[config.mk]
export PLATFORM = sky130hd
export DESIGN_NAME = point_frame_packetizer_top
export DESIGN_NICKNAME = d
export VERILOG_FILES = /design/src/rtl/pfp_pkg.sv /design/src/rtl/pfp_point_mem.sv /design/src/rtl/pfp_frame.sv /design/src/rtl/pfp_emit.sv /design/src/rtl/point_frame_packetizer_top.sv
export VERILOG_INCLUDE_DIRS = /design/src /design/src/rtl
export SDC_FILE = /design/constraint.sdc
export NUM_CORES = 1
export LEC_CHECK = 0
export BUFFER_PORTS_ARGS = -buffer_cell sky130_fd_sc_hd__buf_4
export CAP_MARGIN = 20
export CORE_MARGIN = 3
export CORE_UTILIZATION = 62
export CTS_CLUSTER_DIAMETER = 80
export CTS_CLUSTER_SIZE = 12
export DETAILED_ROUTE_END_ITERATION = 10
export PLACE_DENSITY = 0.8
export SETUP_SLACK_MARGIN = 0.1
export SLEW_MARGIN = 10
export SYNTH_ARGS = -nofsm -noshare
export SYNTH_HDL_FRONTEND = slang
export SYNTH_SLANG_ARGS = --single-unit
[constraint.sdc]
create_clock -name clk_i -period 6.3 [get_ports clk_i]
set_input_delay 0.63 -clock clk_i [delete_from_list [all_inputs] [get_ports clk_i]]
set_output_delay 0.63 -clock clk_i [all_outputs]
set_load 0.03 [all_outputs]
[src/rtl/assert_macros.svh]
// Concurrent assertion helpers, compiled out when SYNTH is defined.
`ifndef ASSERT_MACROS_SVH
`define ASSERT_MACROS_SVH

`ifndef SYNTH
// Clock and reset given explicitly.
`define PFP_ASSERT_CLK(label, clk, rstn, prop, msg) \
  label: assert property (@(posedge clk) disable iff (!rstn) prop) else $error(msg);
// Module default clock and reset.
`define PFP_ASSERT_DEF(label, prop, msg) \
  label: assert property (@(posedge clk_i) disable iff (!rst_ni) prop) else $error(msg);
`else
`define PFP_ASSERT_CLK(label, clk, rstn, prop, msg)
`define PFP_ASSERT_DEF(label, prop, msg)
`endif

`endif

[src/rtl/pfp_pkg.sv]
package pfp_pkg;

  localparam int unsigned CNT_W   = 5;
  localparam int unsigned POS_W   = 16;
  localparam int unsigned COORD_W = 8;
  localparam int unsigned PT_W    = 2 * COORD_W;

  localparam logic [COORD_W-1:0] EOF_FLAG    = 8'h80;
  localparam logic [POS_W-1:0]   LIMIT_RESET = 16'd4096;

  typedef enum logic [1:0] {
    ST_OK   = 2'd0,
    ST_ODD  = 2'd1,
    ST_LONG = 2'd2
  } status_e;

  typedef enum logic [2:0] {
    EM_IDLE,
    EM_ERR,
    EM_H0,
    EM_H1,
    EM_H2,
    EM_PX,
    EM_PY
  } emit_state_e;

  // packet or error request from frame tracking to the emitter
  typedef struct packed {
    logic             valid;
    status_e          status;
    logic [POS_W-1:0] start;
    logic [CNT_W-1:0] count;
    logic             last_pkt;
  } job_t;

endpackage

[src/rtl/pfp_point_mem.sv]
module pfp_point_mem import pfp_pkg::*; #(
  parameter int unsigned MAX_POINTS = 28,
  localparam int unsigned AW = $clog2(MAX_POINTS)
) (
  input  logic            clk_i,
  input  logic            we_i,
  input  logic [AW-1:0]   waddr_i,
  input  logic [PT_W-1:0] wdata_i,
  input  logic [AW-1:0]   raddr_i,
  output logic [PT_W-1:0] rdata_o
);

  logic [PT_W-1:0] mem_q [MAX_POINTS];
  logic [PT_W-1:0] rdata_q;

  always_ff @(posedge clk_i) begin
    if (we_i) begin
      mem_q[waddr_i] <= wdata_i;
    end
    rdata_q <= mem_q[raddr_i];
  end

  assign rdata_o = rdata_q;

endmodule

[src/rtl/pfp_frame.sv]
`include "assert_macros.svh"

module pfp_frame import pfp_pkg::*; #(
  parameter int unsigned MAX_POINTS = 28,
  localparam int unsigned AW = $clog2(MAX_POINTS)
) (
  input  logic               clk_i,
  input  logic               rst_ni,
  input  logic               cfg_we_i,
  input  logic [POS_W-1:0]   cfg_wdata_i,
  input  logic               accept_i,
  input  logic [COORD_W-1:0] x_coord_i,
  input  logic [COORD_W-1:0] y_coord_i,
  input  logic               last_point_i,
  output logic               mem_we_o,
  output logic [AW-1:0]      mem_waddr_o,
  output logic [PT_W-1:0]    mem_wdata_o,
  output job_t               job_o
);

  localparam logic [CNT_W-1:0] MaxCnt  = CNT_W'(MAX_POINTS);
  localparam logic [POS_W-1:0] MaxStep = POS_W'(MAX_POINTS);

  logic [POS_W-1:0] limit_q, limit_d;
  logic [POS_W-1:0] pos_q, pos_d;
  logic [CNT_W-1:0] fill_q, fill_d;
  logic             ovf_q, ovf_d;

  logic [POS_W:0]   taken_sum;
  logic             take;
  logic [CNT_W-1:0] fill_inc;
  logic             odd;
  logic             drop;
  logic             frame_close;

  assign frame_close = accept_i & last_point_i;

  always_comb begin
    taken_sum = {1'b0, pos_q} + (POS_W + 1)'(fill_q);
    take      = taken_sum < {1'b0, limit_q};
    fill_inc  = fill_q + CNT_W'(take);
    odd       = pos_q[0] ^ fill_inc[0];
    drop      = ovf_q | ~take;

    limit_d = cfg_we_i ? cfg_wdata_i : limit_q;
    pos_d   = pos_q;
    fill_d  = fill_q;
    ovf_d   = ovf_q;

    job_o          = '0;
    job_o.status   = ST_OK;
    job_o.start    = pos_q;
    job_o.count    = fill_inc;

    if (accept_i) begin
      if (frame_close) begin
        job_o.valid    = drop | odd | (fill_inc != '0);
        job_o.last_pkt = 1'b1;
        if (drop) begin
          job_o.status = ST_LONG;
        end else if (odd) begin
          job_o.status = ST_ODD;
        end
        pos_d  = '0;
        fill_d = '0;
        ovf_d  = 1'b0;
      end else if (fill_inc == MaxCnt) begin
        job_o.valid = 1'b1;
        pos_d       = pos_q + MaxStep;
        fill_d      = '0;
      end else begin
        fill_d = fill_inc;
        ovf_d  = drop;
      end
    end
  end

  assign mem_we_o    = accept_i & take;
  assign mem_waddr_o = fill_q[AW-1:0];
  assign mem_wdata_o = {x_coord_i, y_coord_i};

  always_ff @(posedge clk_i or negedge rst_ni) begin
    if (!rst_ni) begin
      limit_q <= LIMIT_RESET;
      pos_q   <= '0;
      fill_q  <= '0;
      ovf_q   <= 1'b0;
    end else begin
      limit_q <= limit_d;
      pos_q   <= pos_d;
      fill_q  <= fill_d;
      ovf_q   <= ovf_d;
    end
  end

  `PFP_ASSERT_CLK(a_fill_bound, clk_i, rst_ni, fill_q < MaxCnt, "chunk fill reached capacity")
  `PFP_ASSERT_CLK(a_close_fill, clk_i, rst_ni, frame_close |=> fill_q == '0 && !ovf_q, "fill kept")
  `PFP_ASSERT_CLK(a_close_pos, clk_i, rst_ni, frame_close |=> pos_q == '0, "position kept")
  `PFP_ASSERT_CLK(a_job_accept, clk_i, rst_ni, job_o.valid |-> accept_i, "request without point")

endmodule

[src/rtl/pfp_emit.sv]
`include "assert_macros.svh"

module pfp_emit import pfp_pkg::*; #(
  parameter int unsigned MAX_POINTS = 28,
  localparam int unsigned AW = $clog2(MAX_POINTS)
) (
  input  logic               clk_i,
  input  logic               rst_ni,
  input  job_t               job_i,
  output logic               idle_o,
  output logic [AW-1:0]      raddr_o,
  input  logic [PT_W-1:0]    rdata_i,
  output logic               out_valid_o,
  input  logic               out_ready_i,
  output logic [COORD_W-1:0] data_byte_o,
  output logic               packet_start_o,
  output logic               packet_end_o,
  output logic [1:0]         status_o
);

  emit_state_e state_q, state_d;

  logic [POS_W-1:0]   start_q, start_d;
  logic [CNT_W-1:0]   cnt_q, cnt_d;
  logic               last_pkt_q, last_pkt_d;
  status_e            err_q, err_d;
  logic [CNT_W-1:0]   rd_cnt_q, rd_cnt_d;
  logic [COORD_W-1:0] hold_y_q, hold_y_d;

  logic               out_valid_q, out_valid_d;
  logic [COORD_W-1:0] out_data_q, out_data_d;
  logic               out_start_q, out_start_d;
  logic               out_end_q, out_end_d;
  status_e            out_status_q, out_status_d;

  logic out_load;
  logic emit;

  always_comb begin
    out_load = ~out_valid_q | out_ready_i;
    emit     = 1'b0;

    state_d    = state_q;
    start_d    = start_q;
    cnt_d      = cnt_q;
    last_pkt_d = last_pkt_q;
    err_d      = err_q;
    rd_cnt_d   = rd_cnt_q;
    hold_y_d   = hold_y_q;

    out_data_d   = out_data_q;
    out_start_d  = 1'b0;
    out_end_d    = 1'b0;
    out_status_d = ST_OK;

    unique case (state_q)
      EM_IDLE: begin
        if (job_i.valid) begin
          start_d    = job_i.start;
          cnt_d      = job_i.count;
          last_pkt_d = job_i.last_pkt;
          err_d      = job_i.status;
          rd_cnt_d   = '0;
          state_d    = (job_i.status == ST_OK) ? EM_H0 : EM_ERR;
        end
      end
      EM_ERR: begin
        if (out_load) begin
          emit         = 1'b1;
          out_data_d   = '0;
          out_end_d    = 1'b1;
          out_status_d = err_q;
          state_d      = EM_IDLE;
        end
      end
      EM_H0: begin
        if (out_load) begin
          emit        = 1'b1;
          out_data_d  = start_q[POS_W-1:COORD_W];
          out_start_d = 1'b1;
          state_d     = EM_H1;
        end
      end
      EM_H1: begin
        if (out_load) begin
          emit       = 1'b1;
          out_data_d = start_q[COORD_W-1:0];
          state_d    = EM_H2;
        end
      end
      EM_H2: begin
        if (out_load) begin
          emit       = 1'b1;
          out_data_d = COORD_W'(cnt_q) | (last_pkt_q ? EOF_FLAG : '0);
          state_d    = EM_PX;
        end
      end
      EM_PX: begin
        if (out_load) begin
          emit       = 1'b1;
          out_data_d = rdata_i[PT_W-1:COORD_W];
          hold_y_d   = rdata_i[COORD_W-1:0];
          rd_cnt_d   = rd_cnt_q + 1'b1;
          state_d    = EM_PY;
        end
      end
      EM_PY: begin
        if (out_load) begin
          emit       = 1'b1;
          out_data_d = hold_y_q;
          out_end_d  = (rd_cnt_q == cnt_q);
          state_d    = (rd_cnt_q == cnt_q) ? EM_IDLE : EM_PX;
        end
      end
      default: begin
        state_d = EM_IDLE;
      end
    endcase

    out_valid_d = emit | (out_valid_q & ~out_ready_i);
  end

  always_ff @(posedge clk_i or negedge rst_ni) begin
    if (!rst_ni) begin
      state_q     <= EM_IDLE;
      out_valid_q <= 1'b0;
      rd_cnt_q    <= '0;
    end else begin
      state_q     <= state_d;
      out_valid_q <= out_valid_d;
      rd_cnt_q    <= rd_cnt_d;
    end
  end

  always_ff @(posedge clk_i) begin
    start_q    <= start_d;
    cnt_q      <= cnt_d;
    last_pkt_q <= last_pkt_d;
    err_q      <= err_d;
    hold_y_q   <= hold_y_d;
    if (emit) begin
      out_data_q   <= out_data_d;
      out_start_q  <= out_start_d;
      out_end_q    <= out_end_d;
      out_status_q <= out_status_d;
    end
  end

  assign idle_o         = (state_q == EM_IDLE);
  assign raddr_o        = rd_cnt_q[AW-1:0];
  assign out_valid_o    = out_valid_q;
  assign data_byte_o    = out_data_q;
  assign packet_start_o = out_start_q;
  assign packet_end_o   = out_end_q;
  assign status_o       = out_status_q;

  `PFP_ASSERT_DEF(a_job_when_idle, job_i.valid |-> state_q == EM_IDLE, "request while emitter busy")
  `PFP_ASSERT_DEF(a_px_then_py, (state_q == EM_PX && out_load) |=> state_q == EM_PY, "x byte not followed by y byte")
  `PFP_ASSERT_DEF(a_start_ok, (out_valid_q && out_start_q) |-> out_status_q == ST_OK, "packet start on error result")
  `PFP_ASSERT_DEF(a_rd_bound, (state_q == EM_PX || state_q == EM_PY) |-> rd_cnt_q <= cnt_q, "read pointer past chunk")

endmodule

[src/rtl/point_frame_packetizer_top.sv]
// A point that closes or fills a chunk shows its first result after the emitter state and output
// registers; one that causes no result keeps in_ready_o high. in_ready_o drops while the emitter
// sends a packet of 3 + 2*n bytes (n buffered points), one byte per cycle while out_ready_i is
// high, or one error result. Point bytes use the chunk memory's single registered read port.
// Reset: frame state and handshakes cleared, frame_limit = 4096; chunk memory not cleared.
module point_frame_packetizer_top import pfp_pkg::*; #(
  parameter int unsigned MAX_POINTS = 28
) (
  input  logic               clk_i,
  input  logic               rst_ni,
  input  logic               cfg_we_i,
  input  logic [POS_W-1:0]   cfg_wdata_i,
  input  logic               in_valid_i,
  output logic               in_ready_o,
  input  logic [COORD_W-1:0] x_coord_i,
  input  logic [COORD_W-1:0] y_coord_i,
  input  logic               last_point_i,
  output logic               out_valid_o,
  input  logic               out_ready_i,
  output logic [COORD_W-1:0] data_byte_o,
  output logic               packet_start_o,
  output logic               packet_end_o,
  output logic [1:0]         status_o
);

  localparam int unsigned AW = $clog2(MAX_POINTS);

  logic            accept;
  logic            idle;
  job_t            job;
  logic            mem_we;
  logic [AW-1:0]   mem_waddr;
  logic [PT_W-1:0] mem_wdata;
  logic [AW-1:0]   mem_raddr;
  logic [PT_W-1:0] mem_rdata;

  assign in_ready_o = idle;
  assign accept     = in_valid_i & idle;

  pfp_frame #(
    .MAX_POINTS(MAX_POINTS)
  ) u_frame (
    .clk_i        (clk_i),
    .rst_ni       (rst_ni),
    .cfg_we_i     (cfg_we_i),
    .cfg_wdata_i  (cfg_wdata_i),
    .accept_i     (accept),
    .x_coord_i    (x_coord_i),
    .y_coord_i    (y_coord_i),
    .last_point_i (last_point_i),
    .mem_we_o     (mem_we),
    .mem_waddr_o  (mem_waddr),
    .mem_wdata_o  (mem_wdata),
    .job_o        (job)
  );

  pfp_point_mem #(
    .MAX_POINTS(MAX_POINTS)
  ) u_mem (
    .clk_i   (clk_i),
    .we_i    (mem_we),
    .waddr_i (mem_waddr),
    .wdata_i (mem_wdata),
    .raddr_i (mem_raddr),
    .rdata_o (mem_rdata)
  );

  pfp_emit #(
    .MAX_POINTS(MAX_POINTS)
  ) u_emit (
    .clk_i          (clk_i),
    .rst_ni         (rst_ni),
    .job_i          (job),
    .idle_o         (idle),
    .raddr_o        (mem_raddr),
    .rdata_i        (mem_rdata),
    .out_valid_o    (out_valid_o),
    .out_ready_i    (out_ready_i),
    .data_byte_o    (data_byte_o),
    .packet_start_o (packet_start_o),
    .packet_end_o   (packet_end_o),
    .status_o       (status_o)
  );

endmodule
==> results of run 1 <==
## through the flow
stage / instance area [um^2] / std cells / worst slack [ps] / power (uW)
2_1_floorplan: 22200 / 1178 / 750 / 6100
3_3_place_gp: 23200 / 1654 / 1020 / 6630
3_5_place_dp: 23200 / 1654 / 845 / 6690
4_1_cts: 24600 / 1727 / 802 / 9430
5_1_grt: 24600 / 1727 / 268 / 9730
6_report: 24600 / 1727 / 672 / 9360
## critical path, delay by kind of cell (launching register included)
kind	cells	cell delay (ps)
XOR/XNOR	2	470
adder cells (fa/ha/maj)	4	1120
AO/OA/AOI/OAI	5	1580
buffers and inverters	2	300
flip-flops	1	470
AND/OR/NAND/NOR	5	1370
## sequential cells by signal, indices dropped and copies added (netlist names)
name                   flops
u_emit.cnt_q               5
u_emit.data_byte_o         8
u_emit.err_q               2
u_emit.hold_y_q            8
u_emit.last_pkt_q          1
u_emit.out_valid_o         1
u_emit.packet_end_o        1
u_emit.packet_start_o      1
u_emit.raddr_o             5
u_emit.start_q            14
u_emit.state_q             3
u_emit.status_o            2
u_frame.limit_q           16
u_frame.mem_waddr_o        5
u_frame.ovf_q              1
u_frame.pos_q             14
u_mem.mem_q              448
u_mem.rdata_o             16
## layer usage
layer	share of wire	vias up	track usage	wire [um]
li1	-	4832	-	-
met1	0.40	5840	0.360	18800
met2	0.51	520	0.412	23900
met3	0.067	107	0.0388	3160
met4	0.027	4	0.0747	1280
met5	0.00055	-	0	26
## cells in the final DEF, fill, tap and decap left out, types with 26 or more instances in the layout
master,synthesis,routed
o21ai_0,44,44
nor3_2,1,29
nand2_1,72,72
buf_4,4,87
dfrtp_1,44,40
edfxtp_1,490,490
inv_1,26,26
clkbuf_16,0,53
nor2_1,33,33
mux4_2,122,122
## path summary, 6_finish.rpt
check,slack (ps),cells after the start,start,to
worst max-delay path,670,18,u_frame.mem_waddr_o[4]$_DFFE_PN0P_,u_emit.cnt_q[1]$_DFFE_PP_
worst min-delay path,70,1,rst_ni,u_frame.limit_q[7]$_DFFE_PN0P_
worst max register to register,670,18,u_frame.mem_waddr_o[4]$_DFFE_PN0P_,u_emit.cnt_q[1]$_DFFE_PP_
worst min register to register,400,0,u_mem.rdata_o[7]$_DFF_P_,u_emit.hold_y_q[7]$_DFFE_PP_
max in group asynchronous,5780,1,rst_ni,u_emit.raddr_o[0]$_DFFE_PN0P_
min in group clk_i,270,3,cfg_wdata_i[6],u_frame.limit_q[6]$_DFFE_PN0P_
## cell families after synthesis
kind of cell,count (synthesis)
flops,551
compound gates,97
fa+ha+maj,22
xor+xnor,36
buf+inv,93
mux,171
simple gates,208
## power groups by stage
stage	Combinational (uW)	Clock (uW)	Sequential [uW]
2_1_floorplan	1650	0	4440
3_3_place_gp	2090	0	4540
3_5_place_dp	2140	0	4550
4_1_cts	2170	2790	4470
5_1_grt	2310	2920	4500
6_report	2150	2740	4470
## final cells by class
type	instances	area share
Inverter	26	0.00396
Timing Repair Buffer	88	0.0273
Sequential cell	551	0.657
Clock buffer	72	0.0567
Multi-Input combinational cell	534	0.231
Clock inverter	1	0.000813
Tap cell	455	0.0231
==> results.toml, run 1 <==
[worst_setup_path]
slowest_delay_ps = 610
required_ps = 6560
arrival_ps = 5890
critical_path_class = "reg -> reg"
crit_path_start_kind = "register"
crit_path_end_kind = "register"
worst_path_max_delay_cell = "nor4_1"
path_cells = "ha_1 -> a21oi_1 -> a21oi_1 -> nand4_1 -> xnor2_1 -> ha_1 -> nand3_1 -> nor4_1 -> a21oi_1 -> nand2_1 -> inv_1 -> ha_1 -> ha_1 -> xor2_1 -> a41o_1 -> nand2_1 -> a21oi_2 -> buf_4"
cpMostUsedCell = "ha_1"
worstPathMaxFanout = 14

[sta]
fin_hold_ws_ps = 73.3
finalSetupViolCount = 0
hold_viol = 0
fmax_ghz = 0.178
slew_viol_final = 0
timing.setup.tns_ps = 0
finClkSkew_ps = 15.2
finalCritPeriodShare = 0.893
rsz0062_at_grt = "no"
tightest_slew_ps = 1010
slew-limit-headroom = 0.322
period_needed_ps = 5630

[clock_network]
cts.sinks = 551
hold_buffers = 0
cts_max_path_buffers = 3
h-tree-depth = 2
clk_pin_slew_worst_paths_ps = 70
cts_setup_buffers = 0
cts.repair.resized = 0
clock_latency_ps = 570
cts_made_buffers = 51
cts_tree = "done"
cts_root_buf = "clkbuf_16"

[floorplan]
initial_core_util = 0.635
die_x_um = 195
coreArea_um2 = 34900
dieArea_um2 = 38000
die_h_um = 195
pin_count = 52
rows = 68

[drt]
via_per_inst = 6.54
dr.pass1.iters = 5
finalWirelength_um = 47200
vias = 11300
drtIter0Drc = 1173
postRouteAntennaNets = 0
routedWlPerCell_um = 27.3
drc = 0

[power]
pwr-share-clk = 0.293
vdd_drop_max_mv = 0.391
p_sw_frac = 0.276
leakagePower_uw = 0.00805
switchingPower_uw = 2580
p_seq_frac = 0.477
internal_power_uw = 6780
combPwrFrac = 0.230
powerDensity_nw_per_um2 = 380

[yosys]
synth_top_area_cell = "edfxtp_1"
synthAdderAreaFrac = 0.0124
syn_inst = 1178
async_flop_share = 0.0817
syn-num-nets = 1238
yosysWarnings = 0
yosys-top-cells-count = "edfxtp_1 (490), mux4_2 (122), nand2_1 (72), dfrtp_1 (44), o21ai_0 (44)"
synth_top_family_by_area = "multiplexers"
synth.area.mux_share = 0.152
synth-edff-count = 490
yosys-top-cells-area = "edfxtp_1 (66%), mux4_2 (12%), dfrtp_1 (5.0%)"
synth_compound_area_frac = 0.0267
synthFlopType = "edfxtp_1"
synth-seq-cells = 551
seq_area_frac_synth = 0.729
synth_simple_gate_area_share = 0.0455
syn_avg_cell_area_um2 = 18.8
mappedNetlistArea_um2 = 22200
ys_types = 52
yosysMostFrequentCell = "edfxtp_1"
synth_top_area_share = 0.664
synthXorXnorAreaFrac = 0.0142

[grt]
gr-total-overflow = 0
grt_max_degree = 57
antenna_found_initial = 2
grt_pass1_wl_um = 71700
grtUsageTotal = 0.251
first_global_vias = 11500

[worst_hold_path]
hp-class = "in -> async"

[cells_and_area]
seqCellArea_um2 = 16200
layout-drive-gt1-share = 0.257
final_util = 0.706
area_growth_pct = 11.2
n_fill_cell = 2108
multi_input_area_um2 = 5700
diodes = 0
nNetsFinal = 1312

[flow_run]
maxCapViolations = 0

[placement]
place_hpwl_um = 27800
port_buffers = 51
gp_congestion = 0.868

[run_status]
status = "completed"
No activity file was read; power rests on OpenSTA's default activity.
==> inputs of run 2 (changes only) <==
==> constraint.sdc (replaced) <==
create_clock -name clk_i -period 6.4 [get_ports clk_i]
set_input_delay 0.64 -clock clk_i [delete_from_list [all_inputs] [get_ports clk_i]]
set_output_delay 0.64 -clock clk_i [all_outputs]
set_load 0.03 [all_outputs]
==> results.toml, run 2 (same netlist as run 1, synthesis figures left out) <==
[run_status]
status = "completed"

[clock_network]
cts_max_path_buffers = 3
h-tree-depth = 2
cts_made_buffers = 51
clock_latency_ps = 580
cts.repair.resized = 0
cts_root_buf = "clkbuf_16"
cts_setup_buffers = 0
cts.sinks = 551
clk_pin_slew_worst_paths_ps = 60
hold_buffers = 0
cts_tree = "done"

[sta]
finClkSkew_ps = 17.3
fin_hold_ws_ps = 71.1
slew_viol_final = 0
finalCritPeriodShare = 0.882
hold_viol = 0
slew-limit-headroom = 0.318
tightest_slew_ps = 1020
fmax_ghz = 0.177
period_needed_ps = 5650
finalSetupViolCount = 0
finalWorstSetupSlack_ps = 752
timing.setup.tns_ps = 0
rsz0062_at_grt = "no"

[floorplan]
initial_core_util = 0.635
coreArea_um2 = 34900
die_x_um = 195
rows = 68
pin_count = 52
die_h_um = 195
dieArea_um2 = 38000

[cells_and_area]
layout_common_cells = "edfxtp_1 (490), mux4_2 (122), buf_4 (87)"
nNetsFinal = 1312
largest_reg_flops = 448
n_fill_cell = 2058
multi_input_area_um2 = 5700
area_growth_pct = 11.2
seqCellArea_um2 = 16200
layout-drive-gt1-share = 0.257
regMostFlops = "u_mem.mem_q"
layout_commonest_cell = "edfxtp_1"

[drt]
routedWlPerCell_um = 28.8
via_per_inst = 6.61
vias = 11400
drtIter0Drc = 1158
drc = 0
dr.pass1.iters = 5
postRouteAntennaNets = 0
finalWirelength_um = 49900

[grt]
grt_max_degree = 82
met1_usage = 0.349
grt_util_met3 = 0.0578
gr-total-overflow = 0
first_global_vias = 11900
busiest_layer = "met2"
use_met2 = 0.448
grt_pass1_wl_um = 74700
grtUsageTotal = 0.266
antenna_found_initial = 3

[worst_hold_path]
hp-class = "in -> async"

[worst_setup_path]
arrival_ps = 6070
slowest_delay_ps = 720
path_cells = "ha_1 -> nand3_1 -> a21oi_1 -> nand4_1 -> xnor2_1 -> ha_1 -> nand3_1 -> nor4_1 -> a21oi_1 -> nand2_1 -> inv_1 -> ha_1 -> ha_1 -> nand3_1 -> xor2_1 -> inv_1 -> a41oi_1 -> nor4_1 -> xnor2_1 -> nor2_1"
required_ps = 6830
crit_path_end_kind = "register"
critical_path_class = "reg -> reg"
worst_path_max_delay_cell = "a41oi_1"
crit_path_start_kind = "register"
cpMostUsedCell = "ha_1"
worstPathMaxFanout = 8

[placement]
port_buffers = 51
gp_congestion = 0.874
place_hpwl_um = 27400
place_ws_ps = 911

[power]
vdd_drop_max_mv = 0.334
leakagePower_uw = 0.00805
powerDensity_nw_per_um2 = 377

[flow_run]
maxCapViolations = 0
-- run 2: cell count changes in the layout (fill, tap and decap cells not counted) --
cell / previous run / this run
clkbuf_1: 19 / 20
diode_2: 0 / 1
-- run 2: worst paths after layout --
kind,startpoint,end,slack [ps],depth (start not counted)
setup / recovery,u_frame.mem_waddr_o[3]$_DFFE_PN0P_,u_frame.pos_q[7]$_DFFE_PN0P_,750,20
hold / removal,rst_ni,u_frame.pos_q[9]$_DFFE_PN0P_,70,1
setup reg to reg,u_frame.mem_waddr_o[3]$_DFFE_PN0P_,u_frame.pos_q[7]$_DFFE_PN0P_,750,20
hold reg to reg,u_mem.rdata_o[3]$_DFF_P_,u_emit.hold_y_q[3]$_DFFE_PP_,410,0
max in group asynchronous,rst_ni,u_emit.raddr_o[0]$_DFFE_PN0P_,5850,1
min in group clk_i,cfg_wdata_i[14],u_frame.limit_q[14]$_DFFE_PN0P_,280,3
-- run 2: layer usage --
layer,share of wire,routed length (um),up-vias
met5,0.00016,8,-
met4,0.035,1770,2
met3,0.081,4030,123
met2,0.52,26100,594
met1,0.36,18000,5877
li1,-,-,4832
-- run 2: metrics by stage --
| stage | power, uW | std cells | cell area, um^2 | util |
|---|---|---|---|---|
| after floorplan | 6000 | 1178 | 22200 | - |
| after global placement | 6520 | 1654 | 23200 | 0.665 |
| after detailed placement | 6580 | 1654 | 23200 | 0.665 |
| after CTS | 9340 | 1728 | 24600 | 0.706 |
| after global routing | 9620 | 1728 | 24600 | 0.706 |
| final | 9290 | 1729 | 24600 | 0.706 |
-- run 2: power by group --
| group | internal (uW) | switching, uW | total [uW] |
|---|---|---|---|
| Sequential | 4160 | 243 | 4400 |
| Combinational | 1020 | 1130 | 2150 |
| Clock | 1500 | 1240 | 2740 |
| Total | 6670 | 2610 | 9290 |
-- run 2: final cells by class --
| class | count | share of cell area |
|---|---|---|
| multi-input combinational | 534 | 0.231 |
| timing repair buffer | 88 | 0.0273 |
| antenna | 1 | 0.000102 |
| inverter | 26 | 0.00396 |
| tap | 455 | 0.0231 |
| sequential | 551 | 0.656 |
| clock inverter | 1 | 0.000813 |
| clock buffer | 73 | 0.0569 |
-- run 2: worst max-delay path, delay by kind of cell (launching register included) --
family                   cells  cell delay, ps
AND/OR/NAND/NOR              8            1650
AO/OA/AOI/OAI                3            1500
adder cells (fa/ha/maj)      4            1130
XOR/XNOR                     3             600
flip-flops                   1             460
buffers and inverters        2             190
==> inputs of run 3 (changes only) <==
--- a/config.mk
+++ b/config.mk
@@ -6,7 +6,7 @@
 export SDC_FILE = /design/constraint.sdc
 export NUM_CORES = 1
 export LEC_CHECK = 0
-export BUFFER_PORTS_ARGS = -buffer_cell sky130_fd_sc_hd__buf_4
+export BUFFER_PORTS_ARGS = -buffer_cell sky130_fd_sc_hd__buf_2
 export CAP_MARGIN = 20
 export CORE_MARGIN = 3
 export CORE_UTILIZATION = 62
==> results.toml, run 3 (same netlist as run 1, synthesis figures left out) <==
[run_status]
status = "completed"

[power]
vdd_drop_max_mv = 0.333
power_uw = 9240
internal_power_uw = 6650
pwr-share-clk = 0.295
p_sw_frac = 0.281
switchingPower_uw = 2600
p_seq_frac = 0.480
powerDensity_nw_per_um2 = 377
leakagePower_uw = 0.00802
combPwrFrac = 0.226

[worst_setup_path]
critical_path_class = "reg -> reg"
crit_path_end_kind = "register"
arrival_ps = 5830
path_cells = "ha_1 -> nand3_1 -> a21oi_1 -> nand4_1 -> xnor2_1 -> ha_1 -> nand3_1 -> nor4_1 -> a21oi_1 -> nand2_1 -> inv_1 -> ha_1 -> ha_1 -> xor2_1 -> a41o_1 -> nand2_1 -> a21oi_2 -> buf_4"
cpMostUsedCell = "ha_1"
required_ps = 6640
crit_path_start_kind = "register"
worstPathMaxFanout = 25
slowest_delay_ps = 580
worst_path_max_delay_cell = "nor4_1"

[placement]
gp_congestion = 0.859
place_hpwl_um = 27500
place_area_um2 = 23100
port_buffers = 51

[grt]
first_global_vias = 11900
grtUsageTotal = 0.270
antenna_found_initial = 1
grt_max_degree = 64
grt_pass1_wl_um = 76000
gr-total-overflow = 0

[floorplan]
die_h_um = 195
initial_core_util = 0.635
coreArea_um2 = 34900
pin_count = 52
die_x_um = 195
rows = 68
dieArea_um2 = 38000

[cells_and_area]
layout-drive-gt1-share = 0.257
area_growth_pct = 10.7
nNetsFinal = 1313
final_util = 0.703
layout_common_cells = "edfxtp_1 (490), mux4_2 (122), nand2_1 (72)"
regMostFlops = "u_mem.mem_q"
layout_commonest_cell = "edfxtp_1"
largest_reg_flops = 448
final_area_um2 = 24500

[drt]
dr_wl_met3_um = 3810
highest_layer = "met4"
met2_length_um = 25900
drc = 0
wl_met1_um = 18700
drtIter0Drc = 1233
finalWirelength_um = 50200
postRouteAntennaNets = 0
dr.pass1.iters = 5
vias = 11600
routedWlPerCell_um = 29.0
via_per_inst = 6.68

[sta]
fmax_ghz = 0.179
finalCritPeriodShare = 0.872
rsz0062_at_grt = "no"
finClkSkew_ps = 13.0
slew_viol_final = 0
tightest_slew_ps = 984
hold_viol = 0
slew-limit-headroom = 0.344
period_needed_ps = 5580
timing.setup.tns_ps = 0
finalSetupViolCount = 0

[worst_hold_path]
hp-class = "in -> async"

[clock_network]
cts_setup_buffers = 0
cts.sinks = 551
cts_root_buf = "clkbuf_16"
cts_max_path_buffers = 3
hold_buffers = 0
clock_latency_ps = 570
cts_tree = "done"
h-tree-depth = 2
cts.repair.resized = 0
clk_pin_slew_worst_paths_ps = 60
cts_made_buffers = 51

[flow_run]
maxCapViolations = 0
run 3: cell types whose count changed in the layout (fill, tap and decap cells not counted), sizes merged:
cell,change
buf,+1
run 3: area by class of cell:
type | count | area [um^2]
timing repair buffer | 89 | 573
inverter | 26 | 97.6
clock buffer | 73 | 1400
fill | 2056 | 10300
tap | 455 | 569
clock inverter | 1 | 20.0
multi-input combinational | 534 | 5700
sequential | 551 | 16200
antenna | 1 | 2.50
run 3: critical path: cells and delay by family, from the launching register on:
family | cells | cell delay [ps]
adder cells (fa/ha/maj) | 4 | 1120
buffers and inverters | 2 | 370
XOR/XNOR | 2 | 460
flip-flops | 1 | 470
AND/OR/NAND/NOR | 6 | 1450
AO/OA/AOI/OAI | 4 | 1370
run 3: power groups by stage:
| stage | clock network [uW] | logic, uW | registers, uW |
|---|---|---|---|
| final | 2720 | 2090 | 4430 |
| after global routing | 2890 | 2240 | 4460 |
| after CTS | 2770 | 2100 | 4430 |
| after detailed placement | 0 | 2050 | 4500 |
| after global placement | 0 | 2000 | 4490 |
| after floorplan | 0 | 1630 | 4370 |
run 3: routing by layer:
layer / track usage / up-vias
li1: - / 4826
met5: 0 / -
met4: 0.0990 / 0
met3: 0.0395 / 113
met1: 0.370 / 5997
met2: 0.453 / 616
run 3: metrics by stage:
stage | cells | hold WS [ps] | setup WS [ps]
detailed placement | 1653 | 389 | 943
CTS | 1727 | 249 | 907
finish | 1730 | 19.8 | 816
global route | 1730 | 29.7 | 343
floorplan | 1178 | 344 | 850
global placement | 1653 | 389 | 1090
run 3: final timing paths:
path / start / endpoint / slack, ps / depth (start not counted)
worst min register to register: u_mem.rdata_o[7]$_DFF_P_ / u_emit.hold_y_q[7]$_DFFE_PP_ / 400 / 0
worst max-delay path: u_frame.mem_waddr_o[3]$_DFFE_PN0P_ / u_emit.cnt_q[0]$_DFFE_PP_ / 820 / 18
worst min-delay path: rst_ni / u_frame.limit_q[14]$_DFFE_PN0P_ / 20 / 1
worst max register to register: u_frame.mem_waddr_o[3]$_DFFE_PN0P_ / u_emit.cnt_q[0]$_DFFE_PP_ / 820 / 18
min in group clk_i: cfg_wdata_i[14] / u_frame.limit_q[14]$_DFFE_PN0P_ / 280 / 3
max in group asynchronous: rst_ni / u_frame.limit_q[12]$_DFFE_PN1P_ / 5800 / 2
